<file path="src/nlpd_pkg.sv">
// Shared types and constants for the nested length-prefixed list decoder.
// Used by nlpd_ctrl, nlpd_datapath and the top level; depends on nothing.
package nlpd_pkg;

  // Parse phase of the stream.
  typedef enum logic [1:0] {
    PH_IDLE = 2'd0,
    PH_LEN  = 2'd1,
    PH_ITEM = 2'd2
  } phase_t;

  // Result record kinds.
  localparam logic KIND_OFFSET = 1'b0;
  localparam logic KIND_ITEM   = 1'b1;

  // Configuration register indexes.
  localparam logic [1:0] CFG_NEST_DEPTH = 2'd0;
  localparam logic [1:0] CFG_ITEM_BYTES = 2'd1;

  // Position of the final byte of a 32-bit big-endian count.
  localparam logic [2:0] LEN_LAST_BYTE = 3'd3;

  // Reset values of the configuration registers.
  localparam logic [3:0] NEST_DEPTH_RST = 4'd1;
  localparam logic [3:0] ITEM_BYTES_RST = 4'd4;
  localparam logic [3:0] ITEM_BYTES_MAX = 4'd8;

  // Commands from the controller to the datapath.
  typedef struct packed {
    logic accept;     // take the input item this cycle
    logic casc_step;  // run one step of the list-close cascade
  } ctl_cmd_t;

  // Status from the datapath to the controller.
  typedef struct packed {
    logic out_free;   // output register can take a record this cycle
    logic need_casc;  // the item being accepted finishes a child list or item
    logic casc_end;   // the current cascade step is the final one
  } dp_sts_t;

endpackage

</file>
<file path="src/nlpd_ctrl.sv">
// Controller of the nested list decoder: switches between taking items
// and walking the close cascade. Depends on nlpd_pkg.
module nlpd_ctrl (
  input  logic                clk,
  input  logic                rst_n,
  input  logic                in_valid,
  output logic                in_ready,
  input  nlpd_pkg::dp_sts_t   sts,
  output nlpd_pkg::ctl_cmd_t  cmd
);

  typedef enum logic {
    ST_IN   = 1'b0,
    ST_CASC = 1'b1
  } state_t;

  state_t state_r;
  state_t state_nxt;

  always_comb begin
    in_ready      = (state_r == ST_IN) && sts.out_free;
    cmd.accept    = in_valid && in_ready;
    cmd.casc_step = (state_r == ST_CASC) && sts.out_free;
    state_nxt     = state_r;
    case (state_r)
      ST_IN: begin
        if (cmd.accept && sts.need_casc) state_nxt = ST_CASC;
      end
      ST_CASC: begin
        if (cmd.casc_step && sts.casc_end) state_nxt = ST_IN;
      end
      default: state_nxt = ST_IN;
    endcase
  end

  always_ff @(posedge clk) begin
    if (!rst_n) begin
      state_r <= ST_IN;
    end else begin
      state_r <= state_nxt;
    end
  end

endmodule

</file>
<file path="src/nlpd_datapath.sv">
// Datapath of the nested list decoder: count stack, offsets, parse state,
// configuration registers and the output record register. Depends on nlpd_pkg.
module nlpd_datapath #(
  parameter int MAX_DEPTH    = 8,
  parameter int OFFSET_WIDTH = 48
) (
  input  logic                clk,
  input  logic                rst_n,
  input  nlpd_pkg::ctl_cmd_t  cmd,
  output nlpd_pkg::dp_sts_t   sts,
  input  logic [7:0]          in_data_byte,
  input  logic                in_entry_start,
  input  logic                cfg_valid,
  output logic                cfg_ready,
  input  logic [1:0]          cfg_index,
  input  logic [3:0]          cfg_data,
  output logic                out_valid,
  input  logic                out_ready,
  output logic                out_kind,
  output logic [2:0]          out_level,
  output logic [47:0]         out_offset_value,
  output logic [7:0]          out_item_byte,
  output logic [2:0]          out_item_byte_index,
  output logic                out_entry_done,
  output logic                out_last
);

  localparam int AW  = (MAX_DEPTH > 1) ? $clog2(MAX_DEPTH) : 1;
  localparam int LVW = $clog2(MAX_DEPTH + 1);
  localparam int OW  = OFFSET_WIDTH;
  localparam logic [4:0]     MAXD5     = 5'(MAX_DEPTH);
  localparam logic [LVW-1:0] MAXD_LV   = LVW'(MAX_DEPTH);
  localparam logic [LVW-1:0] LV_ONE    = LVW'(1);

  function automatic logic [2:0] lvl3(input logic [AW-1:0] idx);
    logic [AW+2:0] ext;
    ext = {3'b000, idx};
    return ext[2:0];
  endfunction

  function automatic logic [47:0] off48(input logic [OW-1:0] val);
    logic [OW+47:0] ext;
    ext = {48'd0, val};
    return ext[47:0];
  endfunction

  // Configuration and per-entry copies.
  logic [3:0]          nest_depth_r;
  logic [3:0]          item_bytes_r;
  logic [LVW-1:0]      run_depth_r, run_depth_nxt;
  logic [3:0]          run_item_r, run_item_nxt;

  // Parse state.
  nlpd_pkg::phase_t    phase_r, phase_nxt;
  logic [LVW-1:0]      level_r, level_nxt;
  logic [2:0]          bc_r, bc_nxt;
  logic [23:0]         shift_r, shift_nxt;
  logic [AW-1:0]       casc_p_r, casc_p_nxt;

  // Per-level stores.
  logic [31:0]         rem_r [MAX_DEPTH];
  logic [31:0]         len_r [MAX_DEPTH];
  logic [OW-1:0]       off_r [MAX_DEPTH];
  logic [MAX_DEPTH-1:0] one_r;  // remaining count of that level equals one

  // Output register.
  logic                out_valid_r;
  logic                kind_r, done_r, last_r;
  logic [2:0]          lvl_r, idx_r;
  logic [47:0]         offv_r;
  logic [7:0]          byte_r;

  // Effective values for the accepted item after an entry start.
  nlpd_pkg::phase_t    eff_phase;
  logic [LVW-1:0]      eff_level, eff_depth, child_lv, child_p;
  logic [2:0]          eff_bc;
  logic [23:0]         eff_shift;
  logic [3:0]          eff_item, bc_inc;
  logic [AW-1:0]       lv_idx, lvm1, dm1, pm1, off_idx;
  logic [31:0]         len_full, rem_dec;
  logic [OW-1:0]       off_rd, off_sum;
  logic                item_done, lw_we, cw_we, ow_we;

  // Record being loaded into the output register.
  logic                rec_load, rec_kind, rec_done, rec_last;
  logic [2:0]          rec_level, rec_idx;
  logic [47:0]         rec_off;
  logic [7:0]          rec_byte;

  logic [LVW-1:0]      depth_clamped;
  logic [3:0]          item_clamped;

  assign cfg_ready = 1'b1;

  always_comb begin
    if (nest_depth_r == 4'd0) begin
      depth_clamped = LV_ONE;
    end else if ({1'b0, nest_depth_r} > MAXD5) begin
      depth_clamped = MAXD_LV;
    end else begin
      depth_clamped = LVW'(nest_depth_r);
    end
    if (item_bytes_r == 4'd0) begin
      item_clamped = 4'd1;
    end else if (item_bytes_r > nlpd_pkg::ITEM_BYTES_MAX) begin
      item_clamped = nlpd_pkg::ITEM_BYTES_MAX;
    end else begin
      item_clamped = item_bytes_r;
    end
  end

  always_comb begin
    eff_phase = in_entry_start ? nlpd_pkg::PH_LEN : phase_r;
    eff_level = in_entry_start ? '0 : level_r;
    eff_bc    = in_entry_start ? 3'd0 : bc_r;
    eff_shift = in_entry_start ? 24'd0 : shift_r;
    eff_depth = in_entry_start ? depth_clamped : run_depth_r;
    eff_item  = in_entry_start ? item_clamped : run_item_r;
    lv_idx    = eff_level[AW-1:0];
    lvm1      = lv_idx - AW'(1);
    child_lv  = eff_level + LV_ONE;
    dm1       = AW'(eff_depth - LV_ONE);
    len_full  = {eff_shift, in_data_byte};
    bc_inc    = {1'b0, eff_bc} + 4'd1;
    item_done = (bc_inc >= eff_item);
    pm1       = casc_p_r - AW'(1);
    child_p   = LVW'(casc_p_r) + LV_ONE;
    rem_dec   = rem_r[casc_p_r] - 32'd1;
    off_idx   = cmd.casc_step ? casc_p_r : lv_idx;
    off_rd    = off_r[off_idx];
    off_sum   = off_rd + OW'(len_r[casc_p_r]);
  end

  // A close at a level is the step's final record unless the parent list
  // closes right after it, which happens when the parent has one child left.
  always_comb begin
    sts.out_free  = !out_valid_r || out_ready;
    phase_nxt     = phase_r;
    level_nxt     = level_r;
    bc_nxt        = bc_r;
    shift_nxt     = shift_r;
    run_depth_nxt = run_depth_r;
    run_item_nxt  = run_item_r;
    casc_p_nxt    = casc_p_r;
    lw_we         = 1'b0;
    cw_we         = 1'b0;
    ow_we         = 1'b0;
    rec_load      = 1'b0;
    rec_kind      = nlpd_pkg::KIND_OFFSET;
    rec_level     = 3'd0;
    rec_off       = 48'd0;
    rec_byte      = 8'd0;
    rec_idx       = 3'd0;
    rec_done      = 1'b0;
    rec_last      = 1'b0;
    sts.need_casc = 1'b0;
    sts.casc_end  = 1'b0;
    if (cmd.accept) begin
      if (in_entry_start) begin
        run_depth_nxt = eff_depth;
        run_item_nxt  = eff_item;
        phase_nxt     = nlpd_pkg::PH_LEN;
        level_nxt     = '0;
        bc_nxt        = 3'd0;
        shift_nxt     = 24'd0;
      end
      case (eff_phase)
        nlpd_pkg::PH_LEN: begin
          if (eff_bc != nlpd_pkg::LEN_LAST_BYTE) begin
            shift_nxt = {eff_shift[15:0], in_data_byte};
            bc_nxt    = eff_bc + 3'd1;
          end else begin
            bc_nxt    = 3'd0;
            shift_nxt = 24'd0;
            lw_we     = 1'b1;
            if (len_full != 32'd0) begin
              level_nxt = child_lv;
              phase_nxt = (child_lv >= eff_depth) ? nlpd_pkg::PH_ITEM : nlpd_pkg::PH_LEN;
            end else begin
              // Empty list: its offset does not move.
              rec_load  = 1'b1;
              rec_kind  = nlpd_pkg::KIND_OFFSET;
              rec_level = lvl3(lv_idx);
              rec_off   = off48(off_rd);
              rec_done  = (eff_level == '0);
              rec_last  = (eff_level == '0) || !one_r[lvm1];
              if (eff_level == '0) begin
                phase_nxt = nlpd_pkg::PH_IDLE;
                level_nxt = '0;
              end else begin
                sts.need_casc = 1'b1;
                casc_p_nxt    = lvm1;
              end
            end
          end
        end
        nlpd_pkg::PH_ITEM: begin
          rec_load = 1'b1;
          rec_kind = nlpd_pkg::KIND_ITEM;
          rec_byte = in_data_byte;
          rec_idx  = eff_bc;
          if (item_done) begin
            bc_nxt        = 3'd0;
            sts.need_casc = 1'b1;
            casc_p_nxt    = dm1;
            rec_last      = !one_r[dm1];
          end else begin
            bc_nxt   = eff_bc + 3'd1;
            rec_last = 1'b1;
          end
        end
        default: ;
      endcase
    end else if (cmd.casc_step) begin
      cw_we = 1'b1;
      if (rem_dec != 32'd0) begin
        level_nxt    = child_p;
        phase_nxt    = (child_p >= run_depth_r) ? nlpd_pkg::PH_ITEM : nlpd_pkg::PH_LEN;
        bc_nxt       = 3'd0;
        shift_nxt    = 24'd0;
        sts.casc_end = 1'b1;
      end else begin
        ow_we     = 1'b1;
        rec_load  = 1'b1;
        rec_kind  = nlpd_pkg::KIND_OFFSET;
        rec_level = lvl3(casc_p_r);
        rec_off   = off48(off_sum);
        rec_done  = (casc_p_r == '0);
        rec_last  = (casc_p_r == '0) || !one_r[pm1];
        if (casc_p_r == '0) begin
          phase_nxt    = nlpd_pkg::PH_IDLE;
          level_nxt    = '0;
          bc_nxt       = 3'd0;
          shift_nxt    = 24'd0;
          sts.casc_end = 1'b1;
        end else begin
          casc_p_nxt = pm1;
        end
      end
    end
  end

  // Control state, configuration and offsets; reset clears state and offsets and loads the defaults.
  always_ff @(posedge clk) begin
    if (!rst_n) begin
      nest_depth_r <= nlpd_pkg::NEST_DEPTH_RST;
      item_bytes_r <= nlpd_pkg::ITEM_BYTES_RST;
      run_depth_r  <= LV_ONE;
      run_item_r   <= nlpd_pkg::ITEM_BYTES_RST;
      phase_r      <= nlpd_pkg::PH_IDLE;
      level_r      <= '0;
      bc_r         <= 3'd0;
      shift_r      <= 24'd0;
      casc_p_r     <= '0;
      out_valid_r  <= 1'b0;
      for (int i = 0; i < MAX_DEPTH; i++) begin
        off_r[i] <= '0;
      end
    end else begin
      if (cfg_valid) begin
        case (cfg_index)
          nlpd_pkg::CFG_NEST_DEPTH: nest_depth_r <= cfg_data;
          nlpd_pkg::CFG_ITEM_BYTES: item_bytes_r <= cfg_data;
          default: ;
        endcase
      end
      run_depth_r <= run_depth_nxt;
      run_item_r  <= run_item_nxt;
      phase_r     <= phase_nxt;
      level_r     <= level_nxt;
      bc_r        <= bc_nxt;
      shift_r     <= shift_nxt;
      casc_p_r    <= casc_p_nxt;
      if (ow_we) off_r[casc_p_r] <= off_sum;
      if (rec_load) begin
        out_valid_r <= 1'b1;
      end else if (out_ready) begin
        out_valid_r <= 1'b0;
      end
    end
  end

  // Count stack and output payload; every entry is written before it is read.
  always_ff @(posedge clk) begin
    if (lw_we) begin
      len_r[lv_idx] <= len_full;
      rem_r[lv_idx] <= len_full;
      one_r[lv_idx] <= (len_full == 32'd1);
    end
    if (cw_we) begin
      rem_r[casc_p_r] <= rem_dec;
      one_r[casc_p_r] <= (rem_dec == 32'd1);
    end
    if (rec_load) begin
      kind_r <= rec_kind;
      lvl_r  <= rec_level;
      offv_r <= rec_off;
      byte_r <= rec_byte;
      idx_r  <= rec_idx;
      done_r <= rec_done;
      last_r <= rec_last;
    end
  end

  assign out_valid           = out_valid_r;
  assign out_kind            = kind_r;
  assign out_level           = lvl_r;
  assign out_offset_value    = offv_r;
  assign out_item_byte       = byte_r;
  assign out_item_byte_index = idx_r;
  assign out_entry_done      = done_r;
  assign out_last            = last_r;

endmodule

</file>
<file path="src/nested_length_prefixed_list_decoder_top.sv">
// Top level of the nested length-prefixed list decoder; uses nlpd_ctrl, nlpd_datapath, nlpd_pkg.
// A record is registered and appears on the output in the cycle after its input item is accepted.
// Throughput: one item per cycle while the output is free; an item that ends an item or an empty
// inner list stops input while the close cascade walks up the levels (up to MAX_DEPTH), each step
// closing a list with a close record or, as the final step, counting down a parent list with children left.
// Reset clears parse state and offsets and loads depth 1, item size 4.
module nested_length_prefixed_list_decoder_top #(
  parameter int MAX_DEPTH    = 8,
  parameter int OFFSET_WIDTH = 48
) (
  input  logic        clk,
  input  logic        rst_n,
  input  logic        in_valid,
  output logic        in_ready,
  input  logic [7:0]  in_data_byte,
  input  logic        in_entry_start,
  input  logic        cfg_valid,
  output logic        cfg_ready,
  input  logic [1:0]  cfg_index,
  input  logic [3:0]  cfg_data,
  output logic        out_valid,
  input  logic        out_ready,
  output logic        out_kind,
  output logic [2:0]  out_level,
  output logic [47:0] out_offset_value,
  output logic [7:0]  out_item_byte,
  output logic [2:0]  out_item_byte_index,
  output logic        out_entry_done,
  output logic        out_last
);

  nlpd_pkg::ctl_cmd_t cmd;
  nlpd_pkg::dp_sts_t  sts;

  nlpd_ctrl u_ctrl (
    .clk      (clk),
    .rst_n    (rst_n),
    .in_valid (in_valid),
    .in_ready (in_ready),
    .sts      (sts),
    .cmd      (cmd)
  );

  nlpd_datapath #(
    .MAX_DEPTH    (MAX_DEPTH),
    .OFFSET_WIDTH (OFFSET_WIDTH)
  ) u_datapath (
    .clk                 (clk),
    .rst_n               (rst_n),
    .cmd                 (cmd),
    .sts                 (sts),
    .in_data_byte        (in_data_byte),
    .in_entry_start      (in_entry_start),
    .cfg_valid           (cfg_valid),
    .cfg_ready           (cfg_ready),
    .cfg_index           (cfg_index),
    .cfg_data            (cfg_data),
    .out_valid           (out_valid),
    .out_ready           (out_ready),
    .out_kind            (out_kind),
    .out_level           (out_level),
    .out_offset_value    (out_offset_value),
    .out_item_byte       (out_item_byte),
    .out_item_byte_index (out_item_byte_index),
    .out_entry_done      (out_entry_done),
    .out_last            (out_last)
  );

endmodule

</file>
<file path="config.mk">
export PLATFORM = sky130hd
export DESIGN_NAME = nested_length_prefixed_list_decoder_top
export DESIGN_NICKNAME = d
export VERILOG_FILES = /design/src/nlpd_pkg.sv /design/src/nlpd_ctrl.sv /design/src/nlpd_datapath.sv /design/src/nested_length_prefixed_list_decoder_top.sv
export SDC_FILE = /design/constraint.sdc
export NUM_CORES = 1
export LEC_CHECK = 0
export BUFFER_PORTS_ARGS = -buffer_cell sky130_fd_sc_hd__clkbuf_2
export CAP_MARGIN = 20
export CORE_MARGIN = 2
export CORE_UTILIZATION = 25
export DETAILED_ROUTE_END_ITERATION = 8
export PLACE_DENSITY_LB_ADDON = 0.2
export SYNTH_ARGS = -nofsm -noshare
export SYNTH_HDL_FRONTEND = slang
export SYNTH_SLANG_ARGS = --single-unit
</file>
<file path="constraint.sdc">
create_clock -name clk -period 9.9 [get_ports clk]
set_input_delay 1.98 -clock clk [delete_from_list [all_inputs] [get_ports clk]]
set_output_delay 1.98 -clock clk [all_outputs]
set_load 0.01 [all_outputs]
</file>
==> impl_metrics.json, run 1 <==
{
  "power.switching_mw": 2.434,
  "grt_max_degree": 64,
  "place_congestion": 0.8048,
  "dpl.hpwl_um": 88000,
  "syn_inst": 3650,
  "comb_power_share_pct": 7.6,
  "ir_drop_mv": 0.1424,
  "setup_tns_ps": 0,
  "viasPerCell": 4.827,
  "cts_root_buf": "clkbuf_16",
  "cts_hold_buf": 0,
  "max_slew.worst_pin.slew_ps": 1152,
  "vias": 30540,
  "worst-path-max-fanout": 50,
  "synthDistinctLibCells": 82,
  "clk_latency_ps": 780,
  "rsz0062_at_grt": "no",
  "dieArea_mm2": 0.1906,
  "async_reset_ff_share_pct": 0,
  "hold_path_end": "u_datapath.run_item_r[3]",
  "drt_pass1_iterations": 5,
  "hold_violations": 0,
  "grt_pass1_vias": 30900,
  "mostFrequentLayoutCells": "961 x edfxtp_1, 499 x nor2_1, 497 x nand2_1",
  "placedCellCount": 6097,
  "cts.sinks": 1026,
  "reg2reg_setup_slack_ps": 1730,
  "min_period_ps": 8172,
  "netSwitchingFraction_pct": 24.91,
  "period_share_pct": 82.54,
  "max_freq_ghz": 0.1224,
  "p_int_mw": 7.337,
  "r2r_cells": 13,
  "setup-violations-final": 0,
  "ctsResizeCount": 0,
  "grtUsageTotal_pct": 15.30,
  "final_nets": 3823,
  "wl_per_cell_um": 23.55,
  "synth_flop_cell": "edfxtp_1",
  "p_per_area_mw_per_mm2": 180.4,
  "p_clk_share_pct": 43.3,
  "required_ps": 10330,
  "start_kind": "flop",
  "place_ws_ps": 997.1,
  "fin_skew_ps": 61.61,
  "coreArea_mm2": 0.1856,
  "place_area_mm2": 0.05038,
  "final_cell_area_mm2": 0.05415,
  "ant_nets": 0,
  "start_util_pct": 25.20,
  "grt_pass1_wl_um": 216900,
  "drive_gt1_share_pct": 15.99,
  "drt-initial-drc-count": 2383,
  "maxCapViolCount": 0,
  "pin_count": 88,
  "clockBufferDepth": 3,
  "synth_edf_count": 961,
  "antenna_found_initial": 6,
  "drt-total-wl_um": 149000,
  "cts_inserted_buffers": 115,
  "max-slew-margin-rel_pct": 23.19,
  "yosysSeqAreaShare_pct": 64.48,
  "critical_path_class": "flop to flop",
  "end_kind": "flop",
  "overflow": 0,
  "syn2layout_area_growth_pct": 15.78,
  "fin_cells": 6326,
  "p_leak_nw": 17.93,
  "cts_tree": "done",
  "rows": 158,
  "path_clk_slew_ps": 60,
  "status": "complete, no violations",
  "p_total_mw": 9.771,
  "syn_area_mm2": 0.04677,
  "yosysWarnings": 0,
  "p_seq_share_pct": 49.1,
  "reg2reg_to": "u_datapath.out_item_byte[7]",
  "final_common_cell": "edfxtp_1",
  "avgSynthCellArea_um2": 12.81,
  "critPathArrivalTime_ps": 8600,
  "min_delay_path_depth": 2,
  "synth_nets": 3729,
  "htree_num_levels": 3,
  "die_x_um": 436.5,
  "setup_ws_ps": 1728,
  "remaining_drc_errors": 0,
  "die_h_um": 436.5,
  "ys_ff_latch": 1026,
  "drv_slew": 0,
  "portBuffers": 86,
  "min_from": "u_datapath.run_item_r[3]",
  "hp-class": "flop to flop",
  "post_cts_buffers": 0
}
area by class of cell:
type	count	area [um2]
Fill cell	18900	131500
Sequential cell	1026	30170
Tap cell	2480	3103
Clock inverter	83	728.2
Inverter	48	180.2
Antenna cell	1	2.502
Timing Repair Buffer	198	1314
Multi-Input combinational cell	2355	15680
Clock buffer	135	2973
power by group through the flow:
stage | Combinational (mW) | Sequential [mW] | Clock [mW]
final | 0.742 | 4.80 | 4.23
after global routing | 0.814 | 4.80 | 4.50
after CTS | 0.748 | 4.80 | 4.34
after detailed placement | 0.745 | 4.89 | 0
after global placement | 0.745 | 4.89 | 0
after floorplan | 0.477 | 4.88 | 0
Yosys cell counts (all sizes together) (65+ instances only):
master	count	area share [%]
edfxtp	961	62
nand2	508	4.1
nor2	502	4.0
nand3	199	2.1
o21ai	154	1.6
clkbuf	147	1.2
mux4	137	6.6
nor3	83	0.91
buf	74	0.86
mux2i	68	1.5
dfxtp	65	2.8
per-layer routing:
metal | global-route usage, % | wire length (um) | part of all wire (%)
met5 | 0 | 10 | 0.0067
met4 | 4.119 | 3630 | 2.4
met3 | 1.929 | 5458 | 3.7
met2 | 26.07 | 72880 | 49
met1 | 20.41 | 66970 | 45
state kept, by name, summed over array words and instances (netlist names), 4 cells and up, named ones only:
register and count:
u_datapath.out_item_byte 8, u_datapath.rem_r 256, u_datapath.nest_depth_r 4, u_datapath.run_item_r 4
u_datapath.off_r 384, u_datapath.out_offset_value 48, u_datapath.run_depth_r 4, u_datapath.len_r 256
u_datapath.level_r 4, u_datapath.one_r 8, u_datapath.item_bytes_r 4, u_datapath.shift_r 24
worst max path at each step:
stage / cells past startpoint / slack, ps / to / from
4_1_cts: 13 / 1580 / u_datapath.out_item_byte[7] / flop
3_3_place_gp: 23 / 1010 / u_datapath.out_offset_value[34] / out_ready
2_1_floorplan: 25 / 1450 / u_datapath.out_offset_value[42] / out_ready
3_5_place_dp: 25 / 1000 / u_datapath.out_offset_value[34] / in_entry_start
6_report: 13 / 1730 / u_datapath.out_item_byte[7] / flop
5_1_grt: 13 / 1210 / u_datapath.out_item_byte[7] / flop
per-stage QoR:
stage          util (%)  hold WS [ps]
2_1_floorplan         -         431.7
3_3_place_gp      27.13         441.7
3_5_place_dp      27.14         447.7
4_1_cts           29.13         456.1
5_1_grt           29.17         483.5
6_report          29.17         453.2
cell families after synthesis:
group	count (synthesis)	synth area share (%)
and+or+nand+nor	1498	14.14
DFF	1026	64.48
AOI/OAI and AO/OA	467	6.647
buffers and inverters	269	2.421
muxes	255	9.309
xor gates and xnor gates	75	1.404
adders and majority gates	59	1.594
other	1	0.008017
critical path: stages, from the launching register on:
cell and delay (ps):
dfxtp_4 730, buf_4 540, or2_2 470, o32ai_1 160, nor3_1 380, or3b_1 580, or3_1 580, or3_1 410
a2111oi_0 710, and4bb_1 280, nor4b_4 830, nand2_2 710, nand2b_4 970, buf_4 390
Power figures use the tool's default switching activity.
==> run 2: changes to the inputs <==
clock period = 7.45 ns   (was 9.9 ns; I/O delays follow)
==> run 2 against run 1 <==
Utilization grew 0.34 points; critical path depth up 11; largest power group unchanged; setup slack got worse by 1000 ps; highest routed layer unchanged; clock-buffer cell count grew 16.
==> impl_metrics.json, run 2 (synthesized netlist as in run 1, its figures left out) <==
{
  "rsz0062_at_grt": "no",
  "seqCellArea_mm2": 0.03017,
  "min_period_ps": 6759,
  "holdWs_ps": 454.7,
  "max_slew.worst_pin.slew_ps": 1087,
  "grt_pass1_wl_um": 219300,
  "overflow": 0,
  "drt-initial-drc-count": 2343,
  "regMostFlops": "u_datapath.off_r",
  "place_congestion": 0.8121,
  "die_h_um": 436.5,
  "hp-class": "flop to flop",
  "dpl.hpwl_um": 92300,
  "syn2layout_area_growth_pct": 17.14,
  "largest_reg_flops": 384,
  "post_cts_buffers": 0,
  "fin_cells": 6386,
  "period_share_pct": 90.72,
  "reg2reg_to": "u_datapath.out_offset_value[5]",
  "grtUsageTotal_pct": 15.54,
  "setup-violations-final": 0,
  "status": "complete, no violations",
  "final_common_cell": "edfxtp_1",
  "drive_gt1_share_pct": 17.00,
  "drt_pass1_iterations": 6,
  "htree_num_levels": 3,
  "grtUsageMet3_pct": 2.482,
  "grt_pass1_vias": 31160,
  "cts_tree": "done",
  "critPathArrivalTime_ps": 7360,
  "multiInputGateArea_mm2": 0.01570,
  "cts.sinks": 1026,
  "top_usage_layer": "met2",
  "start_kind": "primary input",
  "remaining_drc_errors": 0,
  "die_x_um": 436.5,
  "end_kind": "flop",
  "grt_max_degree": 63,
  "max-slew-margin-rel_pct": 27.25,
  "reg2reg_setup_slack_ps": 900,
  "required_ps": 8060,
  "critical_path_class": "primary input to flop",
  "cp-endpoint": "u_datapath.off_r[2][33]",
  "vias": 30650,
  "grtUsageMet1_pct": 20.59,
  "coreArea_mm2": 0.1856,
  "wl_per_cell_um": 23.62,
  "clockBufferDepth": 3,
  "max_freq_ghz": 0.1480,
  "path_clk_slew_ps": 60,
  "setup_ws_ps": 691.3,
  "portBuffers": 86,
  "largestRegisters": "u_datapath.off_r: 384 flops, u_datapath.len_r: 256 flops, u_datapath.rem_r: 256 flops",
  "viasPerCell": 4.800,
  "dieArea_mm2": 0.1906,
  "cts_inserted_buffers": 115,
  "final_nets": 3891,
  "place_ws_ps": -190.3,
  "mostFrequentLayoutCells": "961 x edfxtp_1, 499 x nor2_1, 497 x nand2_1",
  "placedCellCount": 6172,
  "drt-total-wl_um": 150800,
  "fillers": 18810,
  "p_leak_nw": 18.24,
  "place_area_mm2": 0.05123,
  "finish.utilization_pct": 29.52,
  "r2r_cells": 13,
  "p_per_area_mw_per_mm2": 234.6,
  "crit_path_start": "in_entry_start",
  "drv_slew": 0,
  "setup_tns_ps": 0,
  "cts_root_buf": "clkbuf_16",
  "hold_violations": 0,
  "antenna_found_initial": 3,
  "fin_skew_ps": 36.57,
  "final_cell_area_mm2": 0.05479,
  "clk_latency_ps": 750,
  "ir_drop_mv": 0.1750,
  "worst-path-max-fanout": 28,
  "grt_use_met2_pct": 26.15,
  "ant_nets": 0,
  "start_util_pct": 25.20,
  "pin_count": 88,
  "maxCapViolCount": 0,
  "antenna_cells": 0,
  "rows": 158,
  "p_total_mw": 12.85
}
## run 2: cell types whose count changed in the layout (fill, tap and decap cells not counted), moves of 4 or more
| cell | delta |
|---|---|
| buf_4 | +55 |
| buf_12 | +22 |
| clkinv_2 | -17 |
| clkbuf_1 | +11 |
| clkbuf_4 | -6 |
| bufinv_16 | -4 |
| clkinv_1 | +4 |
## run 2: worst min path at each step
stage	slack [ps]	cells past startpoint	startpoint	endpoint
2_1_floorplan	430	2	u_datapath.phase_r[1]	u_datapath.phase_r[1]
3_3_place_gp	440	2	u_datapath.phase_r[1]	u_datapath.phase_r[1]
4_1_cts	460	2	u_datapath.phase_r[0]	u_datapath.phase_r[0]
3_5_place_dp	450	2	u_datapath.phase_r[0]	u_datapath.phase_r[0]
6_report	450	2	u_datapath.phase_r[0]	u_datapath.phase_r[0]
5_1_grt	470	2	u_datapath.phase_r[0]	u_datapath.phase_r[0]
## run 2: routing by layer
layer | vias up | part of all wire, %
li1 | 13980 | -
met1 | 15770 | 44
met2 | 713 | 49
met3 | 195 | 4.4
met4 | 2 | 2.6
met5 | - | 0.0060
## run 2: power breakdown
group / total (mW) / internal [mW] / switching (mW)
logic: 1.08 / 0.339 / 0.736
registers: 6.38 / 6.34 / 0.0369
clock network: 5.40 / 3.05 / 2.35
## run 2: timing repair
item | in CTS | in global routing
gates resized for setup | 0 | 1
setup endpoints to repair | 0 | 9
hold buffers | 0 | 0
## run 2: worst max-delay path, stage by stage
cell	delay (ps)
clkbuf_2	200
nor2b_1	210
inv_1	80
a21oi_1	320
or2_4	470
buf_12	240
nand2_1	80
nand3_1	80
nand2_1	70
o21ai_0	260
ha_1	260
nand4_1	160
nor2_1	180
a211oi_1	150
o21ai_0	340
nand4_1	180
a21oi_1	380
o41ai_1	130
buf_4	170
a21boi_0	720
o21ai_0	180
buf_4	180
xnor2_1	500
and4_1	280
## run 2: cell type report
type	instances	area share [%]
Clock buffer	151	5.668
Clock inverter	60	0.7696
Inverter	48	0.3288
Multi-Input combinational cell	2355	28.66
Sequential cell	1026	55.07
Tap cell	2480	5.663
Timing Repair Buffer	266	3.846
